`src/apt_pkg.sv`:
```
package apt_pkg;

  // Default table size
  localparam int ENTRIES_DEF = 16;

  // Operation codes
  localparam logic [2:0] OP_ALLOW     = 3'd0;
  localparam logic [2:0] OP_BLOCK     = 3'd1;
  localparam logic [2:0] OP_CLEAR     = 3'd2;
  localparam logic [2:0] OP_CLEAR_ALL = 3'd3;
  localparam logic [2:0] OP_CHECK     = 3'd4;

  // Status codes
  localparam logic [1:0] ST_OK    = 2'd0;
  localparam logic [1:0] ST_FULL  = 2'd1;
  localparam logic [1:0] ST_EMPTY = 2'd2;

  // Blocked level codes
  localparam logic [1:0] LVL_NONE   = 2'd0;
  localparam logic [1:0] LVL_MEMBER = 2'd1;
  localparam logic [1:0] LVL_OBJECT = 2'd2;

  // Check kind codes
  localparam logic [1:0] KIND_READ  = 2'd0;
  localparam logic [1:0] KIND_WRITE = 2'd1;
  localparam logic [1:0] KIND_EXEC  = 2'd2;

  // Mode bits
  localparam logic [2:0] MODE_R = 3'b001;
  localparam logic [2:0] MODE_W = 3'b010;
  localparam logic [2:0] MODE_X = 3'b100;

  typedef struct packed {
    logic [2:0]  operation;
    logic [63:0] object_id;
    logic        has_key;
    logic [31:0] key_tag;
    logic [2:0]  modes;
    logic [1:0]  check_kind;
  } req_word_t;

  typedef struct packed {
    logic [1:0] status;
    logic       access_allowed;
    logic [1:0] blocked_level;
  } rsp_word_t;

  // Controller to datapath commands
  typedef struct packed {
    logic load;
    logic exec;
  } cmd_t;

  // Decision of one rule for one mode bit
  typedef struct packed {
    logic blk;
    logic alw;
  } dec_t;

  function automatic logic [2:0] kind_to_mode(input logic [1:0] kind);
    logic [2:0] m;
    case (kind)
      KIND_READ:  m = MODE_R;
      KIND_WRITE: m = MODE_W;
      KIND_EXEC:  m = MODE_X;
      default:    m = 3'b000;
    endcase
    return m;
  endfunction

  // Block bit blocks; a non-empty allow mask without the bit blocks;
  // a set allow bit is an explicit allow.
  function automatic dec_t decide(input logic [2:0] allow_m, input logic [2:0] block_m,
                                  input logic [2:0] m);
    dec_t d;
    d.blk = (|(block_m & m)) || ((|allow_m) && !(|(allow_m & m)));
    d.alw = !d.blk && (|(allow_m & m));
    return d;
  endfunction

endpackage

```
`src/apt_ctrl.sv`:
```
module apt_ctrl (
  input  logic          clk,
  input  logic          rst,
  input  logic          req_valid,
  output logic          req_ready,
  output logic          rsp_valid,
  input  logic          rsp_ready,
  output apt_pkg::cmd_t cmd
);

  typedef enum logic [1:0] {
    S_IDLE = 2'b01,
    S_EXEC = 2'b10
  } state_t;

  state_t state, state_next;
  logic   rsp_valid_next;

  assign req_ready = (state == S_IDLE);

  // Sequencing: take a word, then execute once the result slot is free
  always_comb begin
    state_next = state;
    cmd.load   = 1'b0;
    cmd.exec   = 1'b0;
    case (state)
      S_IDLE: begin
        if (req_valid) begin
          cmd.load   = 1'b1;
          state_next = S_EXEC;
        end
      end
      S_EXEC: begin
        if (!rsp_valid || rsp_ready) begin
          cmd.exec   = 1'b1;
          state_next = S_IDLE;
        end
      end
      default: state_next = S_IDLE;
    endcase
  end

  // Result slot occupancy
  assign rsp_valid_next = cmd.exec | (rsp_valid & ~rsp_ready);

  always_ff @(posedge clk) begin
    if (rst) begin
      state     <= S_IDLE;
      rsp_valid <= 1'b0;
    end else begin
      state     <= state_next;
      rsp_valid <= rsp_valid_next;
    end
  end

`ifndef ASSERT_OFF
  a_exec_in_exec: assert property (@(posedge clk) disable iff (rst)
    cmd.exec |-> state == S_EXEC) else $error("execute outside EXEC state");
  a_load_to_exec: assert property (@(posedge clk) disable iff (rst)
    cmd.load |=> state == S_EXEC) else $error("load did not move to EXEC");
  a_exec_gives_rsp: assert property (@(posedge clk) disable iff (rst)
    cmd.exec |=> rsp_valid) else $error("execute gave no result");
  a_free_slot_exec: assert property (@(posedge clk) disable iff (rst)
    (state == S_EXEC && !rsp_valid) |=> state == S_IDLE)
    else $error("EXEC stalled with a free result slot");
  a_state_onehot: assert property (@(posedge clk) disable iff (rst) $onehot(state))
    else $error("state lost its one-hot code");
`endif

endmodule

```
`src/apt_datapath.sv`:
```
module apt_datapath #(
  parameter int ENTRIES = apt_pkg::ENTRIES_DEF
) (
  input  logic               clk,
  input  logic               rst,
  input  apt_pkg::cmd_t      cmd,
  input  apt_pkg::req_word_t req,
  output apt_pkg::rsp_word_t rsp
);

  localparam logic [ENTRIES-1:0] ONE = ENTRIES'(1);

  // Held request word
  apt_pkg::req_word_t cur;

  // Rule table, one lane per entry
  logic [ENTRIES-1:0] valid;
  logic [63:0]        obj_r   [ENTRIES];
  logic [ENTRIES-1:0] has_mem;
  logic [31:0]        tag_r   [ENTRIES];
  logic [2:0]         allow_r [ENTRIES];
  logic [2:0]         block_r [ENTRIES];

  logic [ENTRIES-1:0] key_m, obj_m, key_f, obj_f, free_f;
  logic [ENTRIES-1:0] blk_v, alw_v;
  logic [2:0]         chk_mode;
  logic               key_hit, free_any, upd_en, allow_op;
  logic               mem_blk, mem_alw, obj_blk;
  apt_pkg::dec_t      dec_l [ENTRIES];
  apt_pkg::rsp_word_t res;

  assign chk_mode = apt_pkg::kind_to_mode(cur.check_kind);

  // Per-lane compare and decision
  always_comb begin
    for (int i = 0; i < ENTRIES; i++) begin
      key_m[i] = valid[i] && (obj_r[i] == cur.object_id) && (has_mem[i] == cur.has_key)
                 && (!cur.has_key || (tag_r[i] == cur.key_tag));
      obj_m[i] = valid[i] && (obj_r[i] == cur.object_id) && !has_mem[i];
      dec_l[i] = apt_pkg::decide(allow_r[i], block_r[i], chk_mode);
      blk_v[i] = dec_l[i].blk;
      alw_v[i] = dec_l[i].alw;
    end
  end

  // Lowest matching and lowest free lane, one-hot
  assign key_f    = key_m & (~key_m + ONE);
  assign obj_f    = obj_m & (~obj_m + ONE);
  assign free_f   = ~valid & (valid + ONE);
  assign key_hit  = |key_m;
  assign free_any = ~&valid;

  assign allow_op = (cur.operation == apt_pkg::OP_ALLOW);
  assign upd_en   = cmd.exec && (cur.modes != 3'b000)
                    && (cur.operation == apt_pkg::OP_ALLOW
                        || cur.operation == apt_pkg::OP_BLOCK);

  // Check: member rule first, then object rule
  assign mem_blk = cur.has_key && |(key_f & blk_v);
  assign mem_alw = cur.has_key && |(key_f & alw_v);
  assign obj_blk = |(obj_f & blk_v);

  // Result word
  always_comb begin
    res.status         = apt_pkg::ST_OK;
    res.access_allowed = 1'b1;
    res.blocked_level  = apt_pkg::LVL_NONE;
    case (cur.operation)
      apt_pkg::OP_ALLOW, apt_pkg::OP_BLOCK: begin
        if (cur.modes == 3'b000) begin
          res.status = apt_pkg::ST_EMPTY;
        end else if (!key_hit && !free_any) begin
          res.status = apt_pkg::ST_FULL;
        end
      end
      apt_pkg::OP_CHECK: begin
        if (mem_blk) begin
          res.access_allowed = 1'b0;
          res.blocked_level  = apt_pkg::LVL_MEMBER;
        end else if (!mem_alw && obj_blk) begin
          res.access_allowed = 1'b0;
          res.blocked_level  = apt_pkg::LVL_OBJECT;
        end
      end
      default: ;
    endcase
  end

  // Input and result registers
  always_ff @(posedge clk) begin
    if (cmd.load) begin
      cur <= req;
    end
    if (cmd.exec) begin
      rsp <= res;
    end
  end

  // Valid bits
  always_ff @(posedge clk) begin
    if (rst) begin
      valid <= '0;
    end else if (cmd.exec) begin
      case (cur.operation)
        apt_pkg::OP_ALLOW, apt_pkg::OP_BLOCK: begin
          if (cur.modes != 3'b000 && !key_hit) begin
            valid <= valid | free_f;
          end
        end
        apt_pkg::OP_CLEAR:     valid <= valid & ~key_f;
        apt_pkg::OP_CLEAR_ALL: valid <= '0;
        default: ;
      endcase
    end
  end

  // Rule contents: merge into a hit, or create in the lowest free lane
  always_ff @(posedge clk) begin
    for (int i = 0; i < ENTRIES; i++) begin
      if (upd_en) begin
        if (key_f[i]) begin
          if (allow_op) begin
            allow_r[i] <= allow_r[i] | cur.modes;
          end else begin
            block_r[i] <= block_r[i] | cur.modes;
          end
        end else if (!key_hit && free_f[i]) begin
          obj_r[i]   <= cur.object_id;
          has_mem[i] <= cur.has_key;
          tag_r[i]   <= cur.key_tag;
          allow_r[i] <= allow_op ? cur.modes : 3'b000;
          block_r[i] <= allow_op ? 3'b000 : cur.modes;
        end
      end
    end
  end

endmodule

```
`src/access_policy_table_core.sv`:
```
// Channel | Direction | Handshake             | Word
// req     | in        | req_valid / req_ready | apt_pkg::req_word_t
// rsp     | out       | rsp_valid / rsp_ready | apt_pkg::rsp_word_t
//
// Each word is first captured in IDLE; EXEC then does the parallel
// lookup over all table lanes, update and result register load.
// A new word is taken in the cycle after execution, so no word is taken
// before the last one has executed; a held result delays execution and so the next word.
// Reset (rst, synchronous) empties the table at once by clearing valid bits.
module access_policy_table_core #(
  parameter int ENTRIES = apt_pkg::ENTRIES_DEF
) (
  input  logic               clk,
  input  logic               rst,
  input  logic               req_valid,
  output logic               req_ready,
  input  apt_pkg::req_word_t req,
  output logic               rsp_valid,
  input  logic               rsp_ready,
  output apt_pkg::rsp_word_t rsp
);

  apt_pkg::cmd_t cmd;

  apt_ctrl u_ctrl (
    .clk       (clk),
    .rst       (rst),
    .req_valid (req_valid),
    .req_ready (req_ready),
    .rsp_valid (rsp_valid),
    .rsp_ready (rsp_ready),
    .cmd       (cmd)
  );

  apt_datapath #(
    .ENTRIES (ENTRIES)
  ) u_datapath (
    .clk (clk),
    .rst (rst),
    .cmd (cmd),
    .req (req),
    .rsp (rsp)
  );

endmodule

```
`config.mk`:
```
export PLATFORM = sky130hd
export DESIGN_NAME = access_policy_table_core
export DESIGN_NICKNAME = d
export VERILOG_FILES = /design/src/apt_pkg.sv /design/src/apt_ctrl.sv /design/src/apt_datapath.sv /design/src/access_policy_table_core.sv
export SDC_FILE = /design/constraint.sdc
export NUM_CORES = 2
export LEC_CHECK = 0
export BUFFER_PORTS_ARGS = -buffer_cell sky130_fd_sc_hd__buf_4
export CORE_MARGIN = 2
export CORE_UTILIZATION = 35
export CTS_CLUSTER_SIZE = 16
export DETAILED_ROUTE_END_ITERATION = 6
export GPL_ROUTABILITY_DRIVEN = 0
export HOLD_SLACK_MARGIN = 0.08
export SLEW_MARGIN = 20
export SYNTH_ARGS = -nofsm -noshare
export SYNTH_HDL_FRONTEND = slang
export SYNTH_SLANG_ARGS = --single-unit
```
`constraint.sdc`:
```
create_clock -name clk -period 22.3 [get_ports clk]
set_input_delay 3.345 -clock clk [delete_from_list [all_inputs] [get_ports clk]]
set_output_delay 3.345 -clock clk [all_outputs]
set_load 0.02 [all_outputs]
```
==> out/qor.csv <==
stage;metric;value;unit
outcome;outcome;finished clean;
critical_path;r2r-end;u_datapath.obj_r[1][210];
clock_tree;cts_made_buffers;188;
synthesis;synth_top_area_frac;0.692;
critical_path;end_kind;flip-flop;
hold_path;hold_depth;2;
synthesis;yosysWarnings;0;
synthesis;synth_cells;4937;
sta;slew_violations;0;
critical_path;start_kind;flip-flop;
synthesis;ys_types;92;
critical_path;critical_path.top_delay_family;simple AND/OR/NAND/NOR gates;
die;row_count;171;
pwr;p_leak;0.0267;µW
clock_tree;clk_pin_slew_worst_paths;60;ps
drt;drc;0;
sta;worst_pin_slew;1170;ps
clock_tree;cts-root-buf;clkbuf_16;
drt;dr.first_iter.drc_count;5742;
pwr;p_clk_frac;0.418;
die;die_h;471;µm
sta;fin_tns_setup;0;ps
die;die_w;471;µm
sta;hold_viol;0;
synthesis;async_flop_share;0;
pwr;power.internal;5460;µW
clock_tree;ctsHoldBuffers;0;
clock_tree;cts_tree;yes;
clock_tree;cts.repair.resized;0;
drt;dr.pass1.iters;6;
die;core;217000;µm²
clock_tree;htreeDepth;4;
run;cap_violations;0;
pwr;ir_worst_vdd;0.0681;mV
sta;rsz0062_at_grt;no;
critical_path;worstPathArrival;7670;ps
synthesis;synthTopCellsByArea;edfxtp_1, xnor2_1, xor2_1;
synthesis;synth_seq_cells;1777;
clock_tree;cts_sinks;1777;
sta;max_freq;139;MHz
clock_tree;clockBufferDepth;3;
synthesis;synth_top_cell_by_area;edfxtp_1;
pwr;power.share.combinational;0.064;
synthesis;synth_sequential_area_ratio;0.697;
layout;area_delta_synth_final;13.0;%
critical_path;slowest_stage;edfxtp_1;
sta;fin_ws;15090;ps
drt;post_drt_via_cell_ratio;5.44;
grt;grt_pass1_wl;319000;µm
grt;antenna_found_initial;15;
critical_path;rr_worst_depth;14;
hold_path;whs_endpoint;u_ctrl.rsp_valid;
drt;route.vias.total;44300;
critical_path;worst_path_most_repeated_cell;buf_4;
drt;ant_nets;0;
layout;drive_gt1_frac;0.113;
die;ios;116;
pwr;powerDensity;82.9;nW/µm²
die;start_util;0.352;
pwr;fin_total_pwr;7140;µW
grt;grt_usage;0.199;
grt;grt_max_degree;77;
critical_path;cp_max_fo;64;
placement;place_hpwl;132000;µm
synthesis;syn-cell-area;76300;µm²
clock_tree;clkLatencyLatePin;860;ps
synthesis;synth-edff-count;1758;
drt;wirelength;227000;µm
critical_path;path_class;flip-flop to flip-flop;
sta;skew;71.7;ps
clock_tree;post_cts_buffers;0;
pwr;p_sw;1680;µW
pwr;switching_share;0.235;
placement;numPortBuffers;115;
layout;n_fill_cell;20000;
hold_path;holdCritStartpoint;u_ctrl.state[1];
hold_path;min_path_type;flip-flop to flip-flop;
sta;min_period;7210;ps
critical_path;crit_required;22770;ps
grt;grt_pass1_vias;42500;
sta;slew_headroom;0.213;
critical_path;cp_slowest_stage_delay;850;ps
sta;period_share;0.323;
synthesis;ys.flop_type;edfxtp_1;
placement;dp_slack;14490;ps
sta;fin_hold_ws;520;ps
critical_path;timing.reg2reg.setup_slack;15090;ps
drt;wl_per_cell;27.8;µm
pwr;power.share.sequential;0.518;
critical_path;reg2reg_from;u_datapath.cur[79];
synthesis;syn_avg_cell_area;15.5;µm²
sta;setup_viol;0;
critical_path;crit_chain;buf_4 -> inv_2 -> o221ai_1 -> nor4_1 -> nand4_1 -> or3_1 -> and4bb_2 -> nand3_1 -> nor3_4 -> nand2_2 -> buf_4 -> or4_1 -> inv_4 -> buf_4;
critical_path;path_depth;14;
synthesis;syn_nets;5046;
layout;layout.nets;5258;
grt;grt-ovfl-total;0;
die;die-area;222000;µm²
critical_path;critPathBufInv;5;
## logic make-up (layout without fill, tap and decap cells)
| group | after synthesis | after routing | share of synthesized area |
|---|---|---|---|
| xor+xnor | 1287 | 1287 | 0.148 |
| simple gates | 977 | 977 | 0.0750 |
| compound gates | 482 | 482 | 0.0481 |
| buf+inv | 375 | 736 | 0.0273 |
| mux | 39 | 39 | 0.00518 |
| flops | 1777 | 1777 | 0.697 |
| other cells | 0 | 3 | 0 |
## cell type report
type                            count  area, µm²  area share
Sequential cell                  1777      53200       0.617
Clock buffer                      220       4850      0.0562
Multi-Input combinational cell   2785      21100       0.245
Inverter                          123        497     0.00576
Clock inverter                    119        961      0.0111
Antenna cell                        3       7.51   0.0000871
Tap cell                         2854       3570      0.0414
Timing Repair Buffer              274       2060      0.0239
## stage by stage
| step | cell area [µm²] | utilization | instances |
|---|---|---|---|
| after floorplan | 76300 | - | 4937 |
| after global placement | 80400 | 0.370 | 7813 |
| after detailed placement | 80400 | 0.370 | 7813 |
| after CTS | 86200 | 0.397 | 8152 |
| after global routing | 86200 | 0.397 | 8153 |
| final | 86200 | 0.397 | 8155 |
## cells in the mapped netlist, types with 6 or more instances
master / n
or4_1: 32
nor2b_1: 40
nand2_1: 78
xor2_1: 568
nand3_1: 51
o2bb2ai_1: 31
inv_2: 6
nor3b_1: 6
dfxtp_1: 19
or3_1: 21
clkbuf_1: 38
o21ai_0: 63
a21o_1: 7
and4_1: 12
buf_2: 73
mux2i_1: 35
nor3_1: 58
o21bai_1: 10
xnor2_1: 719
a22o_1: 88
nand2b_1: 128
o31ai_1: 10
a22oi_1: 10
and3_1: 7
buf_4: 114
a211oi_1: 7
o221ai_1: 18
edfxtp_1: 1758
a21oi_1: 59
o2111ai_1: 47
nand4_1: 206
a2111oi_0: 18
nor2_1: 93
a221o_1: 7
o22ai_1: 39
nor4_1: 207
or2_2: 8
o211ai_1: 11
inv_1: 112
buf_6: 21
## worst reg2reg max path, delay by kind of cell (launching register included)
kind            cells  cell delay (ps)
buf+inv             5             2550
simple gates        8             3110
compound gates      1              250
flops               1              850
## metal layers
metal / track usage / up-vias / wire length [µm]
met1: 0.284 / 22900 / 98500
met4: 0.0684 / 2 / 7650
met2: 0.308 / 2082 / 102000
li1: - / 19000 / -
met5: 0 / - / 12
met3: 0.0322 / 420 / 18400
## placed cells by master, fill, tap and decap left out, drive strengths merged, types with 60 or more instances in the layout
cell type / instances
a22o: 88
buf: 274
clkbuf: 220
clkinv: 100
edfxtp: 1758
inv: 125
nand2: 79
nand2b: 128
nand4: 207
nor2: 93
nor3: 60
nor4: 208
o21ai: 65
xnor2: 719
xor2: 568
## how the worst max path moves through the flow
stage                        from                   endpoint  slack [ps]
3_3_place_gp            rsp_ready   u_datapath.obj_r[1][218]       14640
3_5_place_dp            rsp_ready   u_datapath.obj_r[1][200]       14490
2_1_floorplan           rsp_ready  u_datapath.allow_r[1][10]       10130
6_report       u_datapath.cur[79]   u_datapath.obj_r[1][210]       15090
5_1_grt        u_datapath.cur[79]   u_datapath.obj_r[1][198]       15040
4_1_cts        u_datapath.cur[79]   u_datapath.obj_r[1][238]       15300
## sequential cells by signal, summed over array words and instances (netlist names)
name / cells
u_datapath.tag_r: 512
u_datapath.valid: 16
u_datapath.cur: 105
u_datapath.allow_r: 48
u_datapath.rsp: 5
u_datapath.block_r: 48
u_ctrl.rsp_valid: 1
u_datapath.has_mem: 16
u_datapath.obj_r: 1024
u_ctrl.state: 2
## power by group through the flow
| stage | Combinational [µW] | Sequential, µW | Clock [µW] |
|---|---|---|---|
| finish | 458 | 3700 | 2980 |
| global route | 481 | 3700 | 3150 |
| CTS | 457 | 3700 | 3030 |
| detailed placement | 456 | 3770 | 0 |
| global placement | 451 | 3770 | 0 |
| floorplan | 242 | 3790 | 0 |
Note: power is estimated with default switching activity, not from simulation.
